### src/design/mwct_pkg.sv
package mwct_pkg;

   localparam int MAX_JOBS = 64;
   localparam int MACHINES = 4;
   localparam int JOB_W = $clog2(MAX_JOBS);
   localparam int MACH_W = $clog2(MACHINES);
   localparam int CNT_W = JOB_W + 1;
   localparam int ADDR_W = MACH_W + JOB_W;
   localparam int DEPTH = MACHINES * MAX_JOBS;
   localparam int SUM_W = 22;
   localparam int COST_W = 46;
   localparam int VAL_W = 16;
   localparam int PROD_W = VAL_W + SUM_W;

   localparam logic [1:0] MODE_INSERT = 2'd0;
   localparam logic [1:0] MODE_DELETE = 2'd1;
   localparam logic [1:0] MODE_MOVE = 2'd2;

   localparam logic [1:0] STAT_OK = 2'd0;
   localparam logic [1:0] STAT_ASSIGNED = 2'd1;
   localparam logic [1:0] STAT_UNASSIGNED = 2'd2;

   localparam logic CSR_JOBS_IN_USE = 1'b0;
   localparam logic [CNT_W-1:0] JOBS_RESET = CNT_W'(64);

   typedef struct packed {
      logic [1:0] mode;
      logic [5:0] job_index;
      logic [1:0] target_machine;
      logic [15:0] job_time;
      logic [15:0] job_weight;
   } req_type;

   typedef struct packed {
      logic [1:0] status;
      logic [45:0] target_cost;
      logic [21:0] target_load;
      logic source_valid;
      logic [1:0] source_machine;
      logic [45:0] source_cost;
      logic [21:0] source_load;
   } rsp_type;

   typedef enum logic [3:0] {
      ST_CLEAR,
      ST_IDLE,
      ST_CHECK,
      ST_DEL_WALK,
      ST_DEL_MUL,
      ST_DEL_ACC,
      ST_INS_WALK,
      ST_INS_MUL,
      ST_INS_ACC,
      ST_FINISH
   } state_type;

   typedef struct packed {
      logic clear;
      logic accept;
      logic check;
      logic walk;
      logic del;
      logic mul;
      logic acc;
      logic load_rsp;
   } cmd_type;

   typedef struct packed {
      logic clear_done;
      logic walk_done;
      logic job_valid;
      logic [1:0] mode;
      logic rsp_free;
   } sts_type;

endpackage

### src/design/mwct_ctrl.sv
module mwct_ctrl
   import mwct_pkg::*;
(
   input  logic clock,
   input  logic reset,
   input  logic req_valid,
   output logic req_ready,
   input  sts_type sts,
   output cmd_type cmd
);

   state_type state_ff, state_in;

   always_ff @(posedge clock) begin
      if (reset) begin
         state_ff <= ST_CLEAR;
      end else begin
         state_ff <= state_in;
      end
   end

   always_comb begin
      state_in = state_ff;
      unique case (state_ff)
         ST_CLEAR: begin
            if (sts.clear_done) state_in = ST_IDLE;
         end
         ST_IDLE: begin
            if (req_valid) state_in = ST_CHECK;
         end
         ST_CHECK: begin
            priority if (sts.mode == MODE_INSERT) begin
               state_in = sts.job_valid ? ST_FINISH : ST_INS_WALK;
            end else if (sts.mode == MODE_DELETE) begin
               state_in = sts.job_valid ? ST_DEL_WALK : ST_FINISH;
            end else if (sts.mode == MODE_MOVE) begin
               state_in = sts.job_valid ? ST_DEL_WALK : ST_INS_WALK;
            end else begin
               state_in = ST_FINISH;
            end
         end
         ST_DEL_WALK: begin
            if (sts.walk_done) state_in = ST_DEL_MUL;
         end
         ST_DEL_MUL: state_in = ST_DEL_ACC;
         ST_DEL_ACC: begin
            state_in = (sts.mode == MODE_DELETE) ? ST_FINISH : ST_INS_WALK;
         end
         ST_INS_WALK: begin
            if (sts.walk_done) state_in = ST_INS_MUL;
         end
         ST_INS_MUL: state_in = ST_INS_ACC;
         ST_INS_ACC: state_in = ST_FINISH;
         ST_FINISH: begin
            if (sts.rsp_free) state_in = ST_IDLE;
         end
         default: state_in = ST_IDLE;
      endcase
   end

   always_comb begin
      cmd = '0;
      req_ready = (state_ff == ST_IDLE);
      cmd.accept = req_ready && req_valid;
      cmd.clear = (state_ff == ST_CLEAR);
      cmd.check = (state_ff == ST_CHECK);
      cmd.walk = (state_ff == ST_DEL_WALK) || (state_ff == ST_INS_WALK);
      cmd.del = (state_ff == ST_DEL_WALK) || (state_ff == ST_DEL_MUL) ||
                (state_ff == ST_DEL_ACC);
      cmd.mul = (state_ff == ST_DEL_MUL) || (state_ff == ST_INS_MUL);
      cmd.acc = (state_ff == ST_DEL_ACC) || (state_ff == ST_INS_ACC);
      cmd.load_rsp = (state_ff == ST_FINISH) && sts.rsp_free;
   end

endmodule

### config.mk
export PLATFORM = sky130hd
export DESIGN_NAME = mwct_ctrl
export DESIGN_NICKNAME = d
export VERILOG_FILES = /design/src/design/mwct_pkg.sv /design/src/design/mwct_ctrl.sv
export SDC_FILE = /design/constraint.sdc
export NUM_CORES = 1
export LEC_CHECK = 0
export BUFFER_PORTS_ARGS = -buffer_cell sky130_fd_sc_hd__clkbuf_2
export CAP_MARGIN = 10
export CORE_AREA = 10 10 47 49
export CTS_CLUSTER_SIZE = 10
export DETAILED_ROUTE_END_ITERATION = 10
export DIE_AREA = 0 0 57 59
export GPL_TIMING_DRIVEN = 0
export PLACE_DENSITY_LB_ADDON = 0.2
export SKIP_LAST_GASP = 1
export SLEW_MARGIN = 30
export SYNTH_ARGS = -nofsm -noshare
export SYNTH_HDL_FRONTEND = slang
export SYNTH_SLANG_ARGS = --single-unit
### constraint.sdc
create_clock -name clock -period 2 [get_ports clock]
set_clock_uncertainty 0.2 [all_clocks]
set_input_delay 0.2 -clock clock [delete_from_list [all_inputs] [get_ports clock]]
set_output_delay 0.2 -clock clock [all_outputs]
set_load 0.03 [all_outputs]
# [Word-level counts from Yosys, hierarchy flattened]
# Cells that the tools add are included.
# W data, S select, Z words.
[totals] regBits=4 latch_bits=0 ram_bits=0 mem_bits_ro=0 in_bits=9 output_inout_bits=9 elab_cells=40 memories=0
[op_classes] n_addsub=0 mul=0 n_div=0 order_cmp=0 eq_ne=16 n_shift=0 mux=13 n_bitwise=0 n_reduce_logical=10
[op_table] operator="$mux W4" n=11
[op_table] operator="$pmux W4 S10" n=1
[op_table] operator="$eq A4 B3 Y1 const B" n=4
[op_table] operator="$ne A2 B2 Y1 const B" n=5
[op_table] operator="$eq A4 B2 Y1 const B" n=2
[op_table] operator="$eq A4 B4 Y1 const B" n=2
[op_table] operator="$logic_or A1 B1 Y1" n=5
[op_table] operator="$reduce_and A5 Y1" n=1
[op_table] operator="$eq A4 B1 Y1 const B" n=1
[op_table] operator="$logic_not A4 Y1" n=1
[op_table] operator="$mux W3" n=1
[op_table] operator="$eq A2 B1 Y1 const B" n=1
[op_table] operator="$eq A2 B2 Y1 const B" n=1
[op_table] operator="$logic_and A1 B1 Y1" n=2
[op_table] operator="$logic_not A2 Y1" n=1

# [Logic depth before layout (Yosys ltp)]
# Gate-level depths: netlist (run 1).
[logic_depth] word_depth=5 mapped_depth=6 mapped_depth_nobuf=4

# [Least setup slack after synthesis (run 1)]
# Ideal clock, no wire load.
[synth_path] path_type="register -> register" start="register state_ff[0]" end="register state_ff[0]" setup_ns=0.125 arrival_time_ns=1.833 required_ns=1.675 path_slack_ns=-0.158 path_stages_with_launch=6 path_buffers=1 synth_period_minus_slack_ns=2.158 cell_sequence="dfxtp_1 -> buf_2 -> nor4_1 -> a21oi_1 -> nand2_1 -> a31oi_1"
[synth_lines] item="start: declaration" line_no="mwct_ctrl.sv:12" source="state_type state_ff, state_in;"
[synth_lines] item="start signal: assignment" line_no="mwct_ctrl.sv:18" source="state_ff <= state_in;"

==> results of run 1 <==
[Yosys cell counts (all sizes together) (3+ instances only)]
cell type,n,area (um^2)
nor2,7,33.8
a21oi,6,30.0
buf,5,37.5
nor3,5,25.0
dfxtp,4,80.1
nand2,4,15.0
nor3b,3,27.5
o21ai,3,15.0
[metal layers]
metal  routed length, um  global-route usage (%)  vias to the layer above
met5                   0                       0                        -
li1                    -                       -                      286
met3                  76                    1.93                        0
met1                 668                    10.8                      251
met2                 611                    12.1                       22
met4                   0                    2.68                        0
[per-stage QoR]
step	setup WS (ns)	total power, uW	utilization, %	cell area (um^2)
2_1_floorplan	0.157	156	-	510
3_3_place_gp	0.411	183	43.9	616
3_5_place_dp	0.412	183	43.9	616
4_1_cts	0.154	284	46.3	648
5_1_grt	0.0276	301	46.3	648
6_report	0.172	280	46.3	648
[logic make-up (layout without fill, tap and decap cells)]
group	Yosys count	in the layout	synth area share [%]
buffers and inverters	7	28	9.02
and+or+nand+nor	40	40	51.1
DFF	4	4	16.0
xor gates and xnor gates	2	2	3.51
muxes	1	1	2.01
AOI/OAI and AO/OA	14	14	18.3
[path summary, 6_finish.rpt]
kind | startpoint | cells after the start | slack, ns | endpoint
max | state_ff[0] | 5 | 0.17 | cmd[6]
min | sts[5] | 5 | 0.09 | state_ff[0]
max reg2reg | state_ff[2] | 5 | 0.43 | state_ff[1]
min reg2reg | state_ff[0] | 3 | 0.55 | state_ff[3]
[worst reg2reg max path: cells and delay by family (launching register included)]
kind / cells / cell delay, ns
flops: 1 / 0.47
compound gates: 1 / 0.26
simple gates: 3 / 0.32
buf+inv: 1 / 0.20
[power breakdown]
part           leakage (uW)  total, uW  internal, uW  switching (uW)
Sequential        0.0000325       85.4          83.5            1.90
Combinational      0.000241       98.3          38.4            59.9
Clock             0.0000138       96.2          66.9            29.3
[repair_timing]
action,4_1_cts,5_1_grt
setup buffers,0,0
hold buffers,1,0
hold endpoints to repair,1,0
[cell usage in the layout, fill, tap and decap left out, types with 2 or more instances in the layout]
| cell type | instances |
|---|---|
| a211oi_2 | 2 |
| buf_2 | 3 |
| buf_6 | 2 |
| inv_1 | 2 |
| nor3b_1 | 2 |
| a21oi_1 | 6 |
| or2_1 | 2 |
| nor2_1 | 6 |
| a31oi_1 | 2 |
| nand2_1 | 4 |
| nor3_1 | 4 |
| clkbuf_4 | 3 |
| clkbuf_2 | 17 |
| nand2b_1 | 2 |
| nand3b_1 | 2 |
| nor2b_1 | 2 |
| o21ai_0 | 2 |
| dfxtp_1 | 4 |
[final cells by class]
type	instances	area, um^2	area share [%]
buffer	5	37.5	5.79
clock buffer	3	22.5	3.47
inverter	2	7.51	1.16
multi-input combinational	57	385	59.5
sequential	4	80.1	12.4
tap	16	20.0	3.09
timing repair buffer	18	95.1	14.7
==> out/metrics.yaml, run 1 <==
power_and_ir_drop:
  power_density_nw_per_um2: 432
  ir_drop_mv: 0.248
  leakagePower_uw: 0.000288
floorplan:
  io_pins: 18
  die_width_um: 57
  num_rows: 14
  initial_utilization_pct: 35.6
  dieArea_um2: 3360
  core_area_um2: 1400
  die_h_um: 59
worst_setup_path:
  end_kind: "output port"
  required_ns: 1.60
  worst_setup_path_start_kind: "flip-flop"
  worst-path-buf-inv: 2
  slowest_stage: "dfxtp_1"
  path_max_fanout: 10
  cp_top_family: "simple AND/OR/NAND/NOR gates"
  crit_chain: "buf_2 -> nand2b_1 -> nor3_2 -> and2_1 -> clkbuf_2"
  max_stage_delay_ns: 0.33
  critical_path_class: "flip-flop to output port"
  cp.arrival_ns: 1.43
synth:
  syn-cell-area_um2: 499
  synth_nets: 77
  syn_avg_cell_area_um2: 7.34
  synth-seq-cells: 4
  yosys_warnings: 0
  yosys.cell_types.count: 35
  synth_edf_count: 0
  yosys_most_used_dff: "dfxtp_1"
  netlist_instances: 68
  synthArstFlopShare_pct: 0
  ys_seq_area_share_pct: 16.0
run_status:
  status: "finished clean"
timing:
  rsz0062_at_grt: "false"
  finalSetupTns_ns: 0
  fin_hold_ws_ns: 0.0882
  worst_pin_slew_ns: 0.287
  max_slew_margin_pct: 80.9
  fmax_mhz: 547
  timing.final.crit_share_pct: 91.4
  finalCriticalPeriod_ns: 1.83
  final-setup-viol-count: 0
  hold_viol: 0
  drv_slew: 0
detailed_routing:
  vias: 559
  drc: 0
  vias_per_cell: 5.32
  ant_nets: 0
  avgRoutedWirePerCell_um: 12.9
  dr.first_iter.drc_count: 7
  firstDrtPassIters: 4
  drt-total-wl_um: 1360
finish:
  area_delta_synth_final_pct: 29.8
  fillers: 164
  fin_nets: 100
  reg_top3: "state_ff x4"
  largest_reg_flops: 4
  top_register: "state_ff"
  instances_no_fill: 105
  diodes: 0
  final_layout_size_suffix_gt1_share_pct: 37.1
worst_hold_path:
  min_path_type: "primary input to flip-flop"
cts:
  h-tree-depth: 1
  cts_tree: "built"
  clkLatencyLatePin_ns: 0.23
  post_cts_resized: 0
  cts_buffers: 3
  cts_buffer_depth: 2
  ctsRootBufferMaster: "clkbuf_4"
  path_clk_slew_ns: 0.04
  cts_sinks: 4
placement:
  dpl.hpwl_um: 1060
  placed_cells: 101
  io_buffers: 17
  gp_congestion: 0.910
global_routing:
  grt_pass1_wl_um: 2300
  grt_pass1_vias: 537
  antenna_found_initial: 0
  grt_usage_pct: 8.04
  overflow: 0
  grt_start_max_net_pins: 11
flow_run:
  cap_violations: 0
Note: power is estimated with default switching activity, not from simulation.
==> run 2, diff against run 1 <==
- GPL_ROUTABILITY_DRIVEN: not set -> 0
- PLACE_DENSITY: not set -> 0.71
- PLACE_DENSITY_LB_ADDON: 0.2 -> not set
==> run 2 against run 1 <==
  * Count of clock-buffer cells in the layout stayed put
  * Via count shrank 1.4%
  * Critical path depth did not move
  * Register-to-register slack better by 0.03 ns
  * Hold slack better by 0.015 ns
  * Cell count did not move
  * Largest cell class unchanged
  * Setup slack lost 0.0071 ns
  * Sequential cell count is the same
  * Combinational power is 0.4% lower
  * Power down 0.60%
  * Largest power group unchanged
  * Sequential share of layout area unchanged
  * Clock power decreased by 1%
==> out/metrics.yaml, run 2 (synthesis gave the netlist of run 1 again) <==
finish:
  regArea_um2: 80.1
  final_layout_size_suffix_gt1_share_pct: 37.1
  final_common_cell: "clkbuf_2"
  fillers: 159
  multi_input_area_um2: 385
  mostFrequentLayoutCells: "clkbuf_2, nor2_1, a21oi_1"
  area_delta_synth_final_pct: 29.8
  fin_nets: 100
  largest_reg_flops: 4
  diodes: 0
  top_register: "state_ff"
  reg_top3: "state_ff x4"
timing:
  timing.final.crit_share_pct: 91.7
  max_slew_margin_pct: 81.2
  drv_slew: 0
  fin_hold_ws_ns: 0.103
  rsz0062_at_grt: "false"
  finalSetupTns_ns: 0
  finalCriticalPeriod_ns: 1.83
  hold_viol: 0
  fmax_mhz: 545
  worst_pin_slew_ns: 0.281
  final-setup-viol-count: 0
detailed_routing:
  ant_nets: 0
  dr.first_iter.drc_count: 3
  vias_per_cell: 5.25
  firstDrtPassIters: 4
  drt-total-wl_um: 1370
  drc: 0
  vias: 551
  avgRoutedWirePerCell_um: 13.1
worst_setup_path:
  max_stage_delay_ns: 0.33
  worst_setup_path_start_kind: "flip-flop"
  required_ns: 1.60
  end_kind: "output port"
  cp.arrival_ns: 1.43
  path_max_fanout: 10
  crit_chain: "buf_2 -> nand2b_1 -> nor3_2 -> and2_1 -> clkbuf_2"
  cp_top_family: "simple AND/OR/NAND/NOR gates"
  critical_path_class: "flip-flop to output port"
  worst-path-buf-inv: 2
  r2r_slack_ns: 0.46
  slowest_stage: "dfxtp_1"
floorplan:
  initial_utilization_pct: 35.6
  core_area_um2: 1400
  num_rows: 14
  die_h_um: 59
  die_width_um: 57
  io_pins: 18
  dieArea_um2: 3360
run_status:
  status: "finished clean"
power_and_ir_drop:
  leakagePower_uw: 0.000288
  ir_drop_mv: 0.344
  finalPower_uw: 278
  power_density_nw_per_um2: 429
cts:
  postCtsSetupRepairBufs: 0
  path_clk_slew_ns: 0.04
  h-tree-depth: 1
  cts_sinks: 4
  cts_tree: "built"
  cts_buffer_depth: 2
  cts_hold_buf: 1
  ctsRootBufferMaster: "clkbuf_4"
  post_cts_resized: 0
  clkLatencyLatePin_ns: 0.23
  cts_buffers: 3
placement:
  dpl.hpwl_um: 1090
  io_buffers: 17
worst_hold_path:
  min_path_type: "primary input to flip-flop"
flow_run:
  cap_violations: 0
global_routing:
  overflow: 0
  grt_pass1_wl_um: 2340
  antenna_found_initial: 0
  grt_start_max_net_pins: 11
  grt_usage_pct: 8.21
  grt_pass1_vias: 539
## run 2: cell counts in the layout (fill, tap and decap cells not counted)
Identical to the previous run, type by type.
## run 2: layout make-up
type	instances	share of cell area, %
buffer	5	5.79
timing repair buffer	18	14.7
tap	16	3.09
inverter	2	1.16
multi-input combinational	57	59.5
clock buffer	3	3.47
sequential	4	12.4
## run 2: worst register-to-register path, stage by stage, from the launching register on
cell	delay, ns
dfxtp_1	0.47
buf_6	0.20
and3b_1	0.19
nor3_1	0.05
a311oi_1	0.24
nor3_1	0.07
## run 2: power breakdown
group	leakage [uW]	switching, uW	total, uW	internal [uW]
Sequential	0.0000325	1.91	85.4	83.5
Clock	0.0000138	28.1	94.9	66.8
Combinational	0.000241	59.4	97.9	38.4
## run 2: final timing paths
kind | to | start | depth (start not counted)
worst max-delay path | cmd[6] | state_ff[0] | 5
worst min-delay path | state_ff[0] | sts[5] | 5
worst max register to register | state_ff[1] | state_ff[2] | 5
worst min register to register | state_ff[3] | state_ff[0] | 3
## run 2: per-stage QoR
stage / worst slack [ns] / cell area, um^2 / utilization (%) / instances
finish: 0.165 / 648 / 46.3 / 105
global route: 0.0112 / 648 / 46.3 / 105
CTS: 0.147 / 648 / 46.3 / 105
detailed placement: 0.395 / 616 / 43.9 / 101
global placement: 0.427 / 616 / 43.9 / 101
floorplan: 0.157 / 510 / - / 68
## run 2: routing by layer
layer  part of all wire, %  global-route usage (%)
met1                    44                    9.51
met4                     0                    1.01
met5                     0                       0
met2                    48                    14.0
met3                   7.7                    3.65
==> run 3, diff against run 2 <==
- PLACE_DENSITY: 0.71 -> not set
- RECOVER_POWER: not set -> 50
==> run 3 against run 2 <==
  * Sequential share of layout area is essentially flat
  * Sequential power is essentially flat
  * Design area shrank 0.39%
  * Clock power grew 4.3%
  * First-iteration DRC count grew to 4.7 times the previous value
  * Die area is the same
  * Via count grew 2.5%
  * Register-to-register slack lost 0.05 ns
  * Sequential cell count is the same
  * Setup slack gained 0.0037 ns
  * Largest cell class unchanged
  * Largest power group is now the clock network
  * Highest routed layer is now met4
==> out/metrics.yaml, run 3 (synthesis gave the netlist of run 1 again) <==
run_status:
  status: "finished clean"
worst_hold_path:
  min_path_cells: 5
  min_path_type: "primary input to flip-flop"
global_routing:
  grt_pass1_wl_um: 2310
  overflow: 0
  grt_start_max_net_pins: 11
  antenna_found_initial: 0
  grt_usage_pct: 7.90
  grt_pass1_vias: 552
power_and_ir_drop:
  finalPower_uw: 282
  leakagePower_uw: 0.000281
  ir_drop_mv: 0.228
  power_density_nw_per_um2: 437
detailed_routing:
  vias_per_cell: 5.38
  avgRoutedWirePerCell_um: 12.9
  drc: 0
  dr.first_iter.drc_count: 14
  ant_nets: 0
  firstDrtPassIters: 4
  vias: 565
  drt-total-wl_um: 1360
worst_setup_path:
  required_ns: 1.60
  reg2reg_depth: 5
  worst-path-buf-inv: 3
  end_kind: "output port"
  cp.arrival_ns: 1.43
  max_stage_delay_ns: 0.31
  path_max_fanout: 10
  critical_path_class: "flip-flop to output port"
  slowest_stage: "dfxtp_1"
  worst_setup_path_start_kind: "flip-flop"
  crit_chain: "buf_6 -> buf_2 -> nand3b_1 -> a21oi_1 -> clkbuf_2"
  cp_top_family: "buffers and inverters"
  cp.depth: 5
floorplan:
  core_area_um2: 1400
  num_rows: 14
  die_h_um: 59
  initial_utilization_pct: 35.6
  die_width_um: 57
  dieArea_um2: 3360
  io_pins: 18
finish:
  top_register: "state_ff"
  reg_top3: "state_ff x4"
  final_common_cell: "clkbuf_2"
  final_layout_size_suffix_gt1_share_pct: 34.8
  diodes: 0
  largest_reg_flops: 4
  area_delta_synth_final_pct: 29.3
  mostFrequentLayoutCells: "clkbuf_2, nor2_1, a21oi_1"
  fin_nets: 100
  final_area_um2: 646
cts:
  cts_buffers: 3
  cts_tree: "built"
  path_clk_slew_ns: 0.03
  cts_sinks: 4
  h-tree-depth: 1
  cts_buffer_depth: 2
  ctsRootBufferMaster: "clkbuf_4"
  clkLatencyLatePin_ns: 0.24
timing:
  rsz0062_at_grt: "false"
  finalCriticalPeriod_ns: 1.83
  worst_pin_slew_ns: 0.368
  hold_viol: 0
  fin_hold_ws_ns: 0.0929
  max_slew_margin_pct: 75.6
  final-setup-viol-count: 0
  finalSetupTns_ns: 0
  timing.final.crit_share_pct: 91.6
  fmax_mhz: 546
  drv_slew: 0
placement:
  dpl.hpwl_um: 1040
  placed_area_um2: 616
  io_buffers: 17
flow_run:
  cap_violations: 0
==> run 3: cell types whose count changed in the layout (fill, tap and decap cells not counted) <==
cell,before,now
clkbuf_1,0,2
clkbuf_2,17,15
==> run 3: repair_timing <==
item | CTS | global route
hold buffers | 1 | 0
resized for setup | 0 | 0
hold endpoints to repair | 1 | 0
setup buffers | 0 | 0
==> run 3: cell type report <==
type | count | area, um^2
buffer | 5 | 37.5
clock buffer | 3 | 22.5
fill | 155 | 756
inverter | 2 | 7.51
multi-input combinational | 57 | 385
sequential | 4 | 80.1
tap | 16 | 20.0
timing repair buffer | 18 | 92.6
==> run 3: final timing paths <==
path,from,to,slack [ns]
max,state_ff[1],cmd[3],0.17
min,sts[5],state_ff[0],0.09
max reg2reg,state_ff[2],state_ff[1],0.41
min reg2reg,state_ff[0],state_ff[3],0.53
==> run 3: per-stage QoR <==
stage / util (%) / instances / setup slack (ns)
3_5_place_dp: 43.9 / 101 / 0.420
5_1_grt: 46.1 / 105 / 0.0736
3_3_place_gp: 43.9 / 101 / 0.416
4_1_cts: 46.3 / 105 / 0.166
2_1_floorplan: - / 68 / 0.157
6_report: 46.1 / 105 / 0.169
==> run 3: power by group <==
part | internal (uW) | total [uW] | switching [uW]
sequential | 83.5 | 85.4 | 1.93
clock | 67.0 | 99.0 | 32.0
combinational | 37.7 | 97.4 | 59.7
==> run 3: routing by layer <==
| layer | wire, um | GRT usage (%) | part of all wire [%] | vias to the layer above |
|---|---|---|---|---|
| met3 | 72 | 0.429 | 5.3 | 4 |
| met5 | 0 | 0 | 0 | - |
| met2 | 625 | 13.3 | 46 | 26 |
| met4 | 27 | 3.02 | 2.0 | 0 |
| li1 | - | - | - | 284 |
| met1 | 633 | 10.2 | 47 | 251 |
==> run 3: worst register-to-register path, stage by stage (launching register included) <==
cell and delay, ns:
dfxtp_1 0.46, buf_6 0.19, and3b_1 0.19, nor3_1 0.05, a311oi_1 0.28, nor3_1 0.08
